$ cat config.mk
export PLATFORM = sky130hd
export DESIGN_NAME = escape_sequence_decoder_unit
export DESIGN_NICKNAME = d
export VERILOG_FILES = /design/src/rtl/core/esd_pkg.sv /design/src/rtl/core/esd_decode.sv /design/src/rtl/core/escape_sequence_decoder_unit.sv
export SDC_FILE = /design/constraint.sdc
export NUM_CORES = 1
export LEC_CHECK = 0
export ABC_AREA = 1
export BUFFER_PORTS_ARGS = -buffer_cell sky130_fd_sc_hd__buf_2
export CAP_MARGIN = 20
export CELL_PAD_IN_SITES_DETAIL_PLACEMENT = 1
export CELL_PAD_IN_SITES_GLOBAL_PLACEMENT = 1
export CORE_UTILIZATION = 48
export DETAILED_ROUTE_END_ITERATION = 12
export MAX_ROUTING_LAYER = met4
export PLACE_DENSITY_LB_ADDON = 0.1
export RECOVER_POWER = 50
export SLEW_MARGIN = 20
export SYNTH_ARGS = -nofsm -noshare
export SYNTH_HDL_FRONTEND = slang
export SYNTH_SLANG_ARGS = --single-unit
$ cat constraint.sdc
create_clock -name clock -period 7.1 [get_ports clock]
set_input_delay 0.355 -clock clock [delete_from_list [all_inputs] [get_ports clock]]
set_output_delay 0.355 -clock clock [all_outputs]
set_load 0.01 [all_outputs]
$ cat src/rtl/core/esd_pkg.sv
// Shared types and character constants for the escape sequence decoder.
`timescale 1ns / 1ps

package esd_pkg;

   // Field widths
   localparam int CHAR_W  = 8;
   localparam int VALUE_W = 9;
   localparam int DIGIT_W = 2;

   // Result queue depth; must be at least 3 so one-per-cycle flow survives a two-result item
   localparam int QUEUE_DEPTH = 3;

   // Character codes
   localparam logic [CHAR_W-1:0] CH_BSLASH  = 8'h5C;
   localparam logic [CHAR_W-1:0] CH_CARET   = 8'h5E;
   localparam logic [CHAR_W-1:0] CH_SPACE   = 8'h20;
   localparam logic [CHAR_W-1:0] CH_ESCAPE  = 8'h1B;
   localparam logic [CHAR_W-1:0] CH_DIGIT_0 = 8'h30;
   localparam logic [CHAR_W-1:0] CH_DIGIT_7 = 8'h37;
   localparam logic [CHAR_W-1:0] CH_DIGIT_9 = 8'h39;
   localparam logic [CHAR_W-1:0] CH_UP_A    = 8'h41;
   localparam logic [CHAR_W-1:0] CH_UP_B    = 8'h42;
   localparam logic [CHAR_W-1:0] CH_UP_E    = 8'h45;
   localparam logic [CHAR_W-1:0] CH_UP_F    = 8'h46;
   localparam logic [CHAR_W-1:0] CH_UP_N    = 8'h4E;
   localparam logic [CHAR_W-1:0] CH_UP_R    = 8'h52;
   localparam logic [CHAR_W-1:0] CH_UP_S    = 8'h53;
   localparam logic [CHAR_W-1:0] CH_UP_T    = 8'h54;
   localparam logic [CHAR_W-1:0] CH_UP_X    = 8'h58;
   localparam logic [CHAR_W-1:0] CH_UP_Z    = 8'h5A;
   localparam logic [CHAR_W-1:0] CH_LO_A    = 8'h61;
   localparam logic [CHAR_W-1:0] CH_LO_Z    = 8'h7A;

   // Control codes produced by the letter escapes
   localparam logic [CHAR_W-1:0] CODE_BS  = 8'h08;
   localparam logic [CHAR_W-1:0] CODE_TAB = 8'h09;
   localparam logic [CHAR_W-1:0] CODE_LF  = 8'h0A;
   localparam logic [CHAR_W-1:0] CODE_FF  = 8'h0C;
   localparam logic [CHAR_W-1:0] CODE_CR  = 8'h0D;

   // Offsets
   localparam logic [CHAR_W-1:0] CASE_OFFSET  = 8'h20;
   localparam logic [CHAR_W-1:0] CTRL_OFFSET  = 8'h40;
   localparam logic [3:0]        HEX_LETTER_ADJ = 4'd9;

   // Number of digits that closes a run
   localparam logic [DIGIT_W-1:0] HEX_DIGITS = 2'd2;
   localparam logic [DIGIT_W-1:0] OCT_DIGITS = 2'd3;

   // Decoder mode, one-hot
   typedef enum logic [4:0] {
      MODE_IDLE  = 5'b00001,
      MODE_ESC   = 5'b00010,
      MODE_CARET = 5'b00100,
      MODE_HEX   = 5'b01000,
      MODE_OCT   = 5'b10000
   } mode_type;

   // One input transaction
   typedef struct packed {
      logic [CHAR_W-1:0] char_in;
      logic              end_of_string;
   } item_type;

   // Results of one decode step (count is 0, 1 or 2)
   typedef struct packed {
      logic [1:0]         count;
      logic [VALUE_W-1:0] value0;
      logic [VALUE_W-1:0] value1;
   } result_type;

   // One queued output transaction
   typedef struct packed {
      logic [VALUE_W-1:0] value;
      logic               last;
   } entry_type;

endpackage

$ cat src/rtl/core/esd_decode.sv
// Escape decoding state machine: one input character per step, up to two results.
`timescale 1ns / 1ps

module esd_decode (
   input  logic                clock,
   input  logic                reset,
   input  logic                step,
   input  esd_pkg::item_type   item,
   output esd_pkg::result_type result
);

   esd_pkg::mode_type                   mode_ff, mode_in;
   logic [esd_pkg::VALUE_W-1:0]         accum_ff, accum_in;
   logic [esd_pkg::DIGIT_W-1:0]         digits_ff, digits_in;

   logic [esd_pkg::CHAR_W-1:0]          c;
   logic [esd_pkg::CHAR_W-1:0]          up;
   logic                                is_oct;
   logic                                is_dec;
   logic                                is_hex;
   logic [3:0]                          hex_v;
   logic [esd_pkg::VALUE_W-1:0]         acc_hex;
   logic [esd_pkg::VALUE_W-1:0]         acc_oct;
   logic [esd_pkg::DIGIT_W-1:0]         digits_inc;

   logic                                e0_en, e1_en, f_en;
   logic [esd_pkg::VALUE_W-1:0]         e0_v, e1_v, f_v;

   // Character classification
   always_comb begin
      c       = item.char_in;
      up      = (c inside {[esd_pkg::CH_LO_A:esd_pkg::CH_LO_Z]}) ?
                c - esd_pkg::CASE_OFFSET : c;
      is_oct  = c inside {[esd_pkg::CH_DIGIT_0:esd_pkg::CH_DIGIT_7]};
      is_dec  = c inside {[esd_pkg::CH_DIGIT_0:esd_pkg::CH_DIGIT_9]};
      is_hex  = is_dec || (up inside {[esd_pkg::CH_UP_A:esd_pkg::CH_UP_F]});
      hex_v   = is_dec ? c[3:0] : up[3:0] + esd_pkg::HEX_LETTER_ADJ;
      acc_hex = {accum_ff[4:0], hex_v};
      acc_oct = {accum_ff[5:0], c[2:0]};
      digits_inc = digits_ff + 2'd1;
   end

   // Next state and emitted values
   always_comb begin
      mode_in   = esd_pkg::MODE_IDLE;
      accum_in  = '0;
      digits_in = '0;
      e0_en     = 1'b0;
      e0_v      = {1'b0, c};
      e1_en     = 1'b0;
      e1_v      = {1'b0, c};

      case (mode_ff)
         esd_pkg::MODE_ESC: begin
            e0_en = 1'b1;
            case (up)
               esd_pkg::CH_UP_B: e0_v = {1'b0, esd_pkg::CODE_BS};
               esd_pkg::CH_UP_F: e0_v = {1'b0, esd_pkg::CODE_FF};
               esd_pkg::CH_UP_T: e0_v = {1'b0, esd_pkg::CODE_TAB};
               esd_pkg::CH_UP_N: e0_v = {1'b0, esd_pkg::CODE_LF};
               esd_pkg::CH_UP_R: e0_v = {1'b0, esd_pkg::CODE_CR};
               esd_pkg::CH_UP_S: e0_v = {1'b0, esd_pkg::CH_SPACE};
               esd_pkg::CH_UP_E: e0_v = {1'b0, esd_pkg::CH_ESCAPE};
               esd_pkg::CH_CARET: begin
                  e0_en   = 1'b0;
                  mode_in = esd_pkg::MODE_CARET;
               end
               esd_pkg::CH_UP_X: begin
                  e0_en   = 1'b0;
                  mode_in = esd_pkg::MODE_HEX;
               end
               default: begin
                  // first octal digit opens a run; anything else stands for itself
                  if (is_oct) begin
                     e0_en     = 1'b0;
                     mode_in   = esd_pkg::MODE_OCT;
                     accum_in  = {6'b0, c[2:0]};
                     digits_in = 2'd1;
                  end
               end
            endcase
         end
         esd_pkg::MODE_CARET: begin
            e0_en = 1'b1;
            if (up inside {[esd_pkg::CH_UP_A:esd_pkg::CH_UP_Z]}) begin
               e0_v = {1'b0, up - esd_pkg::CTRL_OFFSET};
            end else if (c >= esd_pkg::CH_SPACE) begin
               e0_v = {1'b0, c - esd_pkg::CH_SPACE};
            end
         end
         esd_pkg::MODE_HEX: begin
            if (is_hex) begin
               if (digits_inc >= esd_pkg::HEX_DIGITS) begin
                  e0_en = 1'b1;
                  e0_v  = acc_hex;
               end else begin
                  mode_in   = esd_pkg::MODE_HEX;
                  accum_in  = acc_hex;
                  digits_in = digits_inc;
               end
            end else begin
               // terminator: emit run value, then decode the character itself
               e0_en = 1'b1;
               e0_v  = accum_ff;
               if (c == esd_pkg::CH_BSLASH) begin
                  mode_in = esd_pkg::MODE_ESC;
               end else begin
                  e1_en = 1'b1;
               end
            end
         end
         esd_pkg::MODE_OCT: begin
            if (is_oct) begin
               if (digits_inc >= esd_pkg::OCT_DIGITS) begin
                  e0_en = 1'b1;
                  e0_v  = acc_oct;
               end else begin
                  mode_in   = esd_pkg::MODE_OCT;
                  accum_in  = acc_oct;
                  digits_in = digits_inc;
               end
            end else begin
               e0_en = 1'b1;
               e0_v  = accum_ff;
               if (c == esd_pkg::CH_BSLASH) begin
                  mode_in = esd_pkg::MODE_ESC;
               end else begin
                  e1_en = 1'b1;
               end
            end
         end
         default: begin
            // idle: plain character or start of escape
            if (c == esd_pkg::CH_BSLASH) begin
               mode_in = esd_pkg::MODE_ESC;
            end else begin
               e0_en = 1'b1;
            end
         end
      endcase

      // End of string flushes whatever is still pending
      f_en = item.end_of_string && (mode_in != esd_pkg::MODE_IDLE);
      f_v  = (mode_in == esd_pkg::MODE_HEX || mode_in == esd_pkg::MODE_OCT) ? accum_in : '0;
      if (f_en) begin
         mode_in   = esd_pkg::MODE_IDLE;
         accum_in  = '0;
         digits_in = '0;
      end

      // Pack up to two results in order
      if (e0_en) begin
         result.value0 = e0_v;
         result.value1 = e1_en ? e1_v : f_v;
         result.count  = 2'd1 + {1'b0, e1_en} + {1'b0, f_en};
      end else begin
         result.value0 = f_v;
         result.value1 = f_v;
         result.count  = {1'b0, f_en};
      end
   end

   // Decoder state
   always_ff @(posedge clock) begin
      if (reset) begin
         mode_ff   <= esd_pkg::MODE_IDLE;
         accum_ff  <= '0;
         digits_ff <= '0;
      end else if (step) begin
         mode_ff   <= mode_in;
         accum_ff  <= accum_in;
         digits_ff <= digits_in;
      end
   end

endmodule

$ cat src/rtl/core/escape_sequence_decoder_unit.sv
// Top level: input register, escape decoder and result queue.
// The input register holds an accepted transaction; it is decoded combinationally and its
//   results are written into the result queue, whose head is offered on the response port.
// Throughput: one input transaction per cycle while the result queue has room for both
//   possible results; items that yield two results are absorbed by a QUEUE_DEPTH-entry queue.
// Reset (synchronous, active high) empties the input register and the queue and returns
//   the decoder to idle with a cleared accumulator and digit count.
`timescale 1ns / 1ps

module escape_sequence_decoder_unit #(
   parameter int QUEUE_DEPTH = esd_pkg::QUEUE_DEPTH
) (
   input  logic                         clock,
   input  logic                         reset,
   input  logic                         req_valid,
   output logic                         req_stall,
   input  logic [esd_pkg::CHAR_W-1:0]   req_char_in,
   input  logic                         req_end_of_string,
   output logic                         rsp_valid,
   input  logic                         rsp_stall,
   output logic [esd_pkg::VALUE_W-1:0]  rsp_decoded,
   output logic                         rsp_last_of_run
);

   localparam int CW = $clog2(QUEUE_DEPTH + 1);
   localparam int IW = $clog2(QUEUE_DEPTH);

   logic                  in_valid_ff;
   esd_pkg::item_type     item_ff;
   esd_pkg::result_type   res;
   esd_pkg::entry_type    q_ff [QUEUE_DEPTH];
   esd_pkg::entry_type    q_in [QUEUE_DEPTH];
   logic [CW-1:0]         count_ff, count_in;
   logic [CW-1:0]         base;
   logic                  pop;
   logic                  advance;

   // Handshake and queue room: decode only when both results would fit
   always_comb begin
      pop       = (count_ff != '0) && !rsp_stall;
      base      = count_ff - CW'(pop);
      advance   = in_valid_ff && (({1'b0, base} + (CW+1)'(2)) <= (CW+1)'(QUEUE_DEPTH));
      req_stall = in_valid_ff && !advance;
   end

   // Input register
   always_ff @(posedge clock) begin
      if (reset) begin
         in_valid_ff <= 1'b0;
      end else if (!req_stall) begin
         in_valid_ff <= req_valid;
      end
   end

   always_ff @(posedge clock) begin
      if (req_valid && !req_stall) begin
         item_ff.char_in       <= req_char_in;
         item_ff.end_of_string <= req_end_of_string;
      end
   end

   esd_decode u_decode (
      .clock  (clock),
      .reset  (reset),
      .step   (advance),
      .item   (item_ff),
      .result (res)
   );

   // Result queue: shift on pop, append decoded results behind the survivors
   always_comb begin
      for (int i = 0; i < QUEUE_DEPTH - 1; i++) begin
         q_in[i] = pop ? q_ff[i+1] : q_ff[i];
      end
      q_in[QUEUE_DEPTH-1] = q_ff[QUEUE_DEPTH-1];
      if (advance) begin
         for (int i = 0; i < QUEUE_DEPTH; i++) begin
            if (res.count != 2'd0 && i == int'(base)) begin
               q_in[i].value = res.value0;
               q_in[i].last  = (res.count == 2'd1);
            end
            if (res.count == 2'd2 && i == int'(base) + 1) begin
               q_in[i].value = res.value1;
               q_in[i].last  = 1'b1;
            end
         end
      end
      count_in = base + (advance ? CW'(res.count) : '0);
   end

   always_ff @(posedge clock) begin
      if (reset) begin
         count_ff <= '0;
      end else begin
         count_ff <= count_in;
      end
   end

   always_ff @(posedge clock) begin
      q_ff <= q_in;
   end

   assign rsp_valid       = (count_ff != '0);
   assign rsp_decoded     = q_ff[0].value;
   assign rsp_last_of_run = q_ff[0].last;

   // Checks
   a_count_bound: assert property (@(posedge clock) disable iff (reset)
      count_ff <= CW'(QUEUE_DEPTH))
      else $error("result queue count beyond depth");

   a_no_overflow: assert property (@(posedge clock) disable iff (reset)
      advance |-> (int'(base) + int'(res.count)) <= QUEUE_DEPTH)
      else $error("decode step overflows result queue");

   a_tail_is_last: assert property (@(posedge clock) disable iff (reset)
      (count_ff != '0) |-> q_ff[IW'(count_ff - CW'(1))].last)
      else $error("newest queued result does not close its transaction");

   a_stall_when_full: assert property (@(posedge clock) disable iff (reset)
      req_stall |-> count_ff >= CW'(QUEUE_DEPTH - 1))
      else $error("input stalled with room in the result queue");

   a_reset_empty: assert property (@(posedge clock)
      $past(reset) |-> (count_ff == '0) && !in_valid_ff)
      else $error("block not empty after reset");

endmodule
; Yosys cells after proc, flatten, opt, wreduce, memory -nomap -nowiden
; Cells that the tools add are included.
[totals]
output_inout_bits = 12
in_bits = 13
reg_bits = 58
elab_cells = 147
[op_classes]
n_mux = 59
add_sub_neg = 10
n_reduce_logical = 30
order_cmp = 12
eq_ne = 23
[op_table]
columns = op, count
row1 = 9-bit 2-to-1 mux, 13
row2 = "8-bit by 7-bit equality test with 1-bit output, second input constant", 10
row3 = 10-bit 2-to-1 mux, 8
row4 = 8-bit case mux with 7 select lines, 1
row5 = 9-bit case mux with 4 select lines, 1
row6 = "2-bit by 32-bit equality test with 1-bit output, first input constant", 1
row7 = 32-bit zero test, 1
row8 = 30-bit 2-to-1 mux, 1
row9 = 9-bit case mux with 3 select lines, 1
row10 = 5-bit 2-to-1 mux, 5
row11 = "8-bit by 7-bit <= comparator with 1-bit output, second input constant", 3
row12 = 20-bit 2-to-1 mux, 1
row13 = 5-bit case mux with 4 select lines, 1
row14 = "8-bit by 6-bit greater-or-equal comparator with 1-bit output, second input constant", 2
row15 = "8-bit by 7-bit greater-or-equal comparator with 1-bit output, second input constant", 2
row16 = "8-bit by 6-bit <= comparator with 1-bit output, second input constant", 2
row17 = 1-bit logical AND, 16
row18 = 2-bit 2-to-1 mux, 8
row19 = 8-bit 2-to-1 mux, 2
row20 = 5-bit case mux with 3 select lines, 1
row21 = "5-bit by 4-bit equality test with 1-bit output, second input constant", 2
row22 = "5-bit equality test, second input constant", 2
row23 = 1-bit 2-to-1 mux, 9
row24 = 9-bit OR reduction, 1
row25 = 31 further kinds, 40

; Longest topological paths before layout
; Gate-level depths: netlist of run 1.
[logic_depth]
word_depth = 18
mapped_depth = 30

; Cells and area by module
; From an unflattened synthesis of run 1, not the netlist that was laid out.
[unflattened]
hier_cells = 677
area_unflattened_um2 = 4533.1
[by_module_without_submodules]
columns = mod, seq_area_each_um2, cells_each, area_per_inst_um2, n_inst
row1 = esd_decode, 320.3, 408, 2376.0, 1
row2 = escape_sequence_decoder_unit, 1031.0, 269, 2157.1, 1

; Least setup slack after synthesis of run 1
; OpenSTA, ideal clock, no wires.
[synth_path]
path_kind = register -> register
startpoint = register item_ff[2] (netlist name)
endpoint = register q_ff[0] (netlist name) (enable)
arrival_time_ps = 3890
setup_slack_ps = 2834
setup_ps = 376
required_ps = 6724
path_stages_with_launch = 28
path_buffers = 1
synth_period_minus_slack_ps = 4266
cell_sequence = edfxtp_1 clkbuf_1 clkinv_1 ha_1 inv_1 nand3_1 nand2_1 nand2_2 nand3_1 nand2_1 inv_1 ha_1 inv_1 nor2_1 nand2_1 inv_2 nand2_1 nand3_2 nand2_4 nand2_4 nand3_4 nand4_2 nand2_4 ha_1 nand4_4 nor2_2 inv_1 nor2_1
[synth_between]
elab_chain_cells = 16
elab_cells_between_ends = 52
[synth_rtl]
columns = element, line
row1 = start: declaration, escape_sequence_decoder_unit.sv:29  ; esd_pkg::item_type item_ff;
row2 = 8-bit by 7-bit greater-or-equal comparator with 1-bit output / 8-bit by 7-bit <= comparator with 1-bit output (equally long branches), esd_decode.sv:32  ; up = (c inside {[esd_pkg::CH_LO_A:esd_pkg::CH_LO_Z]}) ?
row3 = 1-bit logical AND, esd_decode.sv:32
row4 = 8-bit 2-to-1 mux, esd_decode.sv:32
row5 = 8-bit by 7-bit greater-or-equal comparator with 1-bit output / 8-bit by 7-bit <= comparator with 1-bit output (equally long branches), esd_decode.sv:36  ; is_hex = is_dec || (up inside {[esd_pkg::CH_UP_A:esd_pkg::CH_UP_F]});
row6 = 1-bit logical AND, esd_decode.sv:36
row7 = 1-bit logical OR, esd_decode.sv:36
row8 = 5-bit 2-to-1 mux, esd_decode.sv:92  ; if (is_hex) begin
row9 = 5-bit case mux with 4 select lines, esd_decode.sv:53  ; case (mode_ff)
row10 = 5-bit by 1-bit != test with 1-bit output, esd_decode.sv:143  ; f_en = item.end_of_string && (mode_in != esd_pkg::MODE_IDLE);
row11 = 1-bit logical AND, esd_decode.sv:143
row12 = 2-bit by 1-bit adder with 2-bit output, esd_decode.sv:155  ; result.count = 2'd1 + {1'b0, e1_en} + {1'b0, f_en};
row13 = 20-bit 2-to-1 mux (*), esd_decode.sv:152  ; if (e0_en) begin
row14 = 2-bit equality test / 2-bit nonzero test (equally long branches), "escape_sequence_decoder_unit.sv:82, escape_sequence_decoder_unit.sv:78"
row15 = "1-bit logical AND, on equally long branches", "escape_sequence_decoder_unit.sv:82, escape_sequence_decoder_unit.sv:78"
row16 = 2-bit nonzero test (no line) (*), n/a
row17 = 2-bit AND reduction (no line) (*), n/a
row18 = end signal: assignment, escape_sequence_decoder_unit.sv:100  ; q_ff <= q_in;
row19 = end: declaration, escape_sequence_decoder_unit.sv:31  ; esd_pkg::entry_type q_ff [QUEUE_DEPTH];
; Mark *: on every way between the ends. The rest lies on a longest branch, timed or not.
; A chain may end at the register's enable or synchronous reset.

; Final worst setup path of run 1
[layout_path]
startpoint = register item_ff[2] (netlist name)
endpoint = register q_ff[7] (netlist name) (enable)
; Same word-level chain as after synthesis.

==> results of run 1 <==
-- final cells by class --
cell class              instances  area [um2]
clock buffers                  13         180
clock inverters                 3        20.0
fillers                      1283        4400
inverters                      87         327
multi-input cells             521        2680
flip-flops and latches         58        1350
well taps                     129         161
repair buffers                 28         128
-- Yosys cell counts, types with 7 or more instances --
| library cell | count | area share |
|---|---|---|
| o21ai_1 | 12 | 0.013 |
| o211ai_1 | 16 | 0.026 |
| dfxtp_1 | 39 | 0.17 |
| clkbuf_1 | 14 | 0.011 |
| nand3_1 | 40 | 0.044 |
| nand2_1 | 181 | 0.15 |
| a21oi_1 | 48 | 0.053 |
| nand4_1 | 8 | 0.011 |
| o21ai_0 | 50 | 0.055 |
| nand2_2 | 10 | 0.014 |
| ha_1 | 14 | 0.038 |
| edfxtp_1 | 19 | 0.12 |
| buf_4 | 11 | 0.018 |
| buf_2 | 7 | 0.0077 |
| inv_1 | 80 | 0.066 |
| nor2_1 | 77 | 0.063 |
-- kinds of logic (layout without fill, tap and decap cells) --
group / count (synthesis) / after routing
buffers and inverters: 120 / 131
xor gates and xnor gates: 5 / 5
AOI/OAI and AO/OA: 145 / 145
adders and majority gates: 14 / 14
and+or+nand+nor: 357 / 357
DFF: 58 / 58
-- report_power, final --
| part | internal (W) | total (W) | switching [W] |
|---|---|---|---|
| clock network | 0.000168 | 0.000326 | 0.000159 |
| registers | 0.000420 | 0.000465 | 0.0000447 |
| logic | 0.000195 | 0.000599 | 0.000403 |
-- metrics by stage --
stage | total power (W) | setup WS [ns] | util
final | 0.00139 | 1.08 | 0.524
after CTS | 0.00140 | 1.59 | 0.531
after global routing | 0.00148 | 0.604 | 0.524
after global placement | 0.00104 | 1.93 | 0.509
after floorplan | 0.000951 | 2.83 | -
after detailed placement | 0.00108 | 1.66 | 0.509
-- sequential cells by signal, summed over array words and instances, names as in the netlist, 2 cells and up --
| register | count |
|---|---|
| rsp_decoded | 9 |
| u_decode.digits_ff | 2 |
| item_ff | 9 |
| q_ff | 20 |
| u_decode.mode_ff | 5 |
| count_ff | 2 |
| u_decode.accum_ff | 9 |
-- layout by cell type, fill, tap and decap left out, types with 4 or more instances in the layout --
| cell type | n |
|---|---|
| nand2_1 | 185 |
| inv_1 | 80 |
| nor2_1 | 80 |
| o21ai_0 | 50 |
| a21oi_1 | 48 |
| nand3_1 | 40 |
| dfxtp_1 | 39 |
| edfxtp_1 | 19 |
| o211ai_1 | 16 |
| clkbuf_1 | 15 |
| ha_1 | 14 |
| o21ai_1 | 12 |
| buf_2 | 12 |
| clkbuf_8 | 11 |
| nand4_1 | 9 |
| nand2_2 | 7 |
| inv_2 | 6 |
| nand3_2 | 6 |
| o22ai_1 | 6 |
| nor2_2 | 5 |
| xor2_1 | 4 |
| nor3_1 | 4 |
| or2_2 | 4 |
-- path summary, 6_finish.rpt --
path	startpoint	to	slack [ns]
max	item_ff[2]$_DFFE_PP_	q_ff[7]$_DFFE_PP_	1.08
min	req_char_in[6]	item_ff[7]$_DFFE_PP_	0.17
max reg2reg	item_ff[2]$_DFFE_PP_	q_ff[7]$_DFFE_PP_	1.08
min reg2reg	q_ff[18]$_DFF_P_	rsp_decoded[7]$_DFF_P_	0.48
-- worst max-delay path: stages (launching register included) --
cell and delay, ns:
edfxtp_1 0.60, clkinv_1 0.37, ha_1 0.36, nand3_1 0.14
nand2_1 0.06, nand2_1 0.11, nand3_1 0.08, nand2_1 0.09
inv_1 0.10, ha_1 0.25, inv_1 0.08, nor2_1 0.07
nand3_1 0.15, nand2_1 0.10, nor2_1 0.17, nand2_1 0.14
nor2_1 0.44, a21oi_4 0.12, nand4_1 0.13, nand2_1 0.28
ha_1 0.47, nand4_4 0.13, nor2_2 0.39, inv_1 0.19
nor2_1 0.60
-- per-layer routing --
metal  part of all wire  wire length, um  up-vias  track usage
met3              0.056              872       40       0.0675
met1               0.43             6670     2308        0.399
met5                  0                0        -            -
met2               0.48             7520      148        0.563
met4              0.034              525        0        0.138
li1                   -                -     2292            -
==> summary.txt, run 1 <==
Critical path
  – Kind of critical path: register to register
  – Worst EP required: 7.07 ns
  – CP Launch Type: register
  – Arrival @ worst endpoint: 6.00 ns
  – Top fanout value on the critical path: 14
  – Reg2reg path depth: 24
  – Crit end category: register

Power
  – Leakage: 2.11 nW
  – PwrDens: 287 nW/um2
  – Max VDD drop: 108 uV

STA
  – Unrepaired setup endpoints after global routing: false
  – Slew headroom: 0.414
  – Min Hold Slack: 0.171 ns
  – Final hold viol count: 0
  – Final max-slew violation count: 0
  – Fin crit period: 6.02 ns
  – Fin Clk Skew: 0.0163 ns
  – Worst-Margin Slew: 0.879 ns
  – # setup viols final: 0
  – Period Utilization, post-route: 0.849
  – Setup TNS: 0 ns
  – F_max: 166 MHz

Clock tree
  – H-tree Lvls: 3
  – Post-cts resize count: 0
  – Clk buf depth: 2
  – Clock insertion delay at the later pin of the skew report: 0.35 ns
  – CTS buffer count: 9
  – Clock transition at path regs: 0.08 ns
  – Cts hold-fix bufs: 0
  – CTS root buf: clkbuf_8
  – CTS Sinks: 58
  – Post-CTS setup buffer count: 0
  – CTS tree: yes

Cells and area
  – Synthesis-to-finish area growth: 5.88%
  – Antenna Cells: 0
  – Final Non-Filler Cells: 839
  – Share of layout cells above drive strength 1: 0.103
  – Nets@finish: 732
  – Final Instance Area: 4840 um2

Placement
  – Post-DP HPWL: 12100 um
  – Post-Place Cells: 823
  – GP Congestion: 0.991
  – Buffers on Ports: 24
  – Area after detailed placement: 4700 um2

Global route
  – GRT Overall Usage: 0.338
  – Vias in the first global route: 4817
  – Largest net degree at the start of global routing: 32
  – Total grt overflow: 0
  – Initial antenna violation count: 0
  – First-pass GRT wire length: 24800 um

Die
  – Starting Density: 0.495
  – # IOs: 25
  – Die area: 9920 um2
  – CORE AREA: 9240 um2
  – Die X-Extent: 99.6 um
  – Die H: 99.6 um
  – Row count: 35

Route
  – WL final: 15600 um
  – Drt first pass iters: 5
  – DR WL/cell: 18.6 um
  – DR vias: 4788
  – Antenna Violating Nets Remaining: 0
  – DRC violations left: 0
  – Avg Vias per Cell: 5.71
  – Initial DRC count: 307

Logic synthesis
  – Syn Std Cell Area: 4570 um2
  – Synth Area in Compound Gates: 0.180
  – Synth Area in Adders: 0.0383
  – Synth cell types: 44
  – FFs w/ async S/R, synth: 0
  – Mapped Nets: 726
  – Xor/xnor cell area share of the yosys netlist: 0.00958
  – Post-synth top flop: dfxtp_1
  – #FFs+latches synth: 58
  – Number of synthesized flops with an enable pin: 19
  – Register area share after synthesis: 0.295
  – Synth Area in Simple Gates: 0.366
  – Syn Inst Count: 699
  – Largest family of logic cells by synthesized area: simple AND/OR/NAND/NOR gates
  – Syn_area_per_cell: 6.54 um2
  – Multiplexer share of the synthesized area: 0
  – Yosys warns: 0

Min path
  – Hold crit path type: primary input to register
  – Hold path depth: 1

Status
  – Status: finished, final reports clean

Job
  – Max-cap check violation count: 0
Power figures use the tool's default switching activity.
==> inputs of run 2 (changes only) <==
CORE_UTILIZATION = 40   (was 48)
clock period = 5.4 ns   (was 7.1 ns; I/O delays follow)
==> summary.txt, run 2 (synthesis results as in run 1) <==
Clock tree
  – CTS root buf: clkbuf_16
  – Clock transition at path regs: 0.05 ns (-0.03 ns)
  – Clock insertion delay at the later pin of the skew report: 0.35 ns (about the same)
  – CTS tree: yes
  – Post-CTS setup buffer count: 0 (unchanged)
  – Post-cts resize count: 0 (unchanged)
  – CTS buffer count: 9 (unchanged)
  – Clk buf depth: 2 (unchanged)
  – CTS Sinks: 58 (unchanged)
  – Cts hold-fix bufs: 0 (unchanged)
  – H-tree Lvls: 3 (unchanged)

Route
  – Initial DRC count: 282 (-8.1%)
  – DR vias: 4718 (-1.5%)
  – WL final: 16300 um (+4.3%)
  – Avg Vias per Cell: 5.52 (-3.2%)
  – DRC violations left: 0 (unchanged)
  – Drt first pass iters: 4 (-1)
  – Antenna Violating Nets Remaining: 0 (unchanged)
  – DR WL/cell: 19.0 um (+2.5%)

Die
  – Die area: 11900 um2 (+20%)
  – Row count: 38 (+8.6%)
  – Die X-Extent: 109 um (+9.4%)
  – CORE AREA: 11000 um2 (+19%)
  – Starting Density: 0.416 (-0.0785)
  – Die H: 109 um (+9.4%)
  – # IOs: 25 (unchanged)

Global route
  – GRT Overall Usage: 0.305 (-0.0325)
  – Total grt overflow: 0 (unchanged)
  – Largest net degree at the start of global routing: 33 (+3.1%)
  – Vias in the first global route: 4797 (-0.42%)
  – Initial antenna violation count: 0 (unchanged)
  – First-pass GRT wire length: 25600 um (+3.2%)

Cells and area
  – Most common cell after layout, fill and taps aside: nand2_1
  – Nets@finish: 736 (+0.55%)
  – Synthesis-to-finish area growth: 8.92%
  – Share of layout cells above drive strength 1: 0.109 (+0.00643)
  – Reg with most FFs: q_ff
  – Area of the multi-input gates: 2680 um2 (+0.33%)
  – Max reg flops: 20 (unchanged)
  – Final Non-Filler Cells: 854 (+1.8%)
  – Most frequent cells in the layout: nand2_1 (183), inv_1 (80), nor2_1 (78)
  – Antenna Cells: 0 (unchanged)
  – # fillers: 1463 (+14%)
  – FF/Latch Area: 1350 um2 (unchanged)

Power
  – Max VDD drop: 274 uV (+150%)
  – Leakage: 2.18 nW (+3.2%)
  – PwrDens: 395 nW/um2 (+38%)

Critical path
  – Slowest CP cell: edfxtp_1
  – Arrival @ worst endpoint: 4.82 ns (-1.18 ns)
  – CP Launch Type: register
  – Kind of critical path: register to register
  – Worst EP required: 5.45 ns (-1.62 ns)
  – CP delay by family, top: simple AND/OR/NAND/NOR gates
  – Critical path buffer and inverter count: 6 (+2)
  – Crit-path max cell delay: 0.56 ns (-0.04 ns)
  – Top fanout value on the critical path: 10 (-4)
  – Crit end category: register

Status
  – Status: finished, final reports clean

STA
  – Fin Clk Skew: 0.00868 ns (-0.00764 ns)
  – Final max-slew violation count: 0 (unchanged)
  – Period Utilization, post-route: 0.884 (+0.0356)
  – Setup TNS: 0 ns (unchanged)
  – Slew headroom: 0.295 (-0.119)
  – Unrepaired setup endpoints after global routing: false
  – Final hold viol count: 0 (unchanged)
  – Fin crit period: 4.77 ns (-1.25 ns)
  – F_max: 209 MHz (+26%)
  – Worst-Margin Slew: 1.06 ns (+0.177 ns)
  – # setup viols final: 0 (unchanged)

Placement
  – Buffers on Ports: 24 (unchanged)
  – Post-Place Cells: 838 (+1.8%)
  – GP Congestion: 0.927 (-6.5%)
  – Post-DP HPWL: 12500 um (+3.8%)

Job
  – Max-cap check violation count: 0 (unchanged)

Min path
  – Hold crit path type: primary input to register
[run 2: worst reg2reg max path, stage by stage, from the launching register on]
cell	delay, ns
edfxtp_1	0.56
clkinv_1	0.34
ha_1	0.30
inv_1	0.07
nand3_1	0.09
nand2_1	0.09
nand2_2	0.07
nand3_1	0.08
nand2_1	0.07
inv_1	0.14
ha_1	0.22
inv_1	0.07
nor2_1	0.18
nand3_1	0.17
nand2_1	0.19
nor2_4	0.05
nand2_1	0.12
nor2_2	0.09
a21oi_1	0.24
nand4_1	0.23
nand2_4	0.19
ha_1	0.22
nand4_4	0.13
nor2_2	0.14
inv_1	0.10
nor2_1	0.10
buf_4	0.22
[run 2: final timing paths]
check	from	to	slack, ns	cells after the start
worst max-delay path	item_ff[2]$_DFFE_PP_	q_ff[7]$_DFFE_PP_	0.63	26
worst min-delay path	req_char_in[6]	item_ff[7]$_DFFE_PP_	0.1	1
worst min register to register	u_decode.accum_ff[6]$_SDFFE_PP0P_	u_decode.accum_ff[6]$_SDFFE_PP0P_	0.47	2
worst max register to register	item_ff[2]$_DFFE_PP_	q_ff[7]$_DFFE_PP_	0.63	26
[run 2: layout make-up]
cell class	count	share of cell area
repair buffers	32	0.0317
well taps	140	0.0352
multi-input cells	521	0.539
flip-flops and latches	58	0.271
inverters	87	0.0656
clock buffers	14	0.0553
clock inverters	2	0.00226
[run 2: layer usage]
metal  vias to the layer above  wire [um]  track usage
met5                         -          0            -
met4                         0        460        0.120
met3                        28        493       0.0418
met2                        78       7590        0.484
met1                      2309       7710        0.392
li1                       2303          -            -
[run 2: stage by stage]
stage | total power [W] | utilization | setup slack, ns | instance area (um2) | hold slack [ns]
global placement | 0.00139 | 0.432 | 1.03 | 4750 | 0.446
CTS | 0.00200 | 0.458 | 0.708 | 5030 | 0.0950
global route | 0.00210 | 0.454 | 0.156 | 4980 | 0.100
finish | 0.00197 | 0.454 | 0.626 | 4980 | 0.0983
floorplan | 0.00125 | - | 1.13 | 4570 | 0.369
detailed placement | 0.00143 | 0.432 | 0.742 | 4750 | 0.449
[run 2: power by group]
part           switching [W]  leakage (nW)  internal (W)
clock               0.000206         0.142      0.000350
combinational       0.000544          1.53      0.000258
sequential         0.0000562         0.500      0.000554
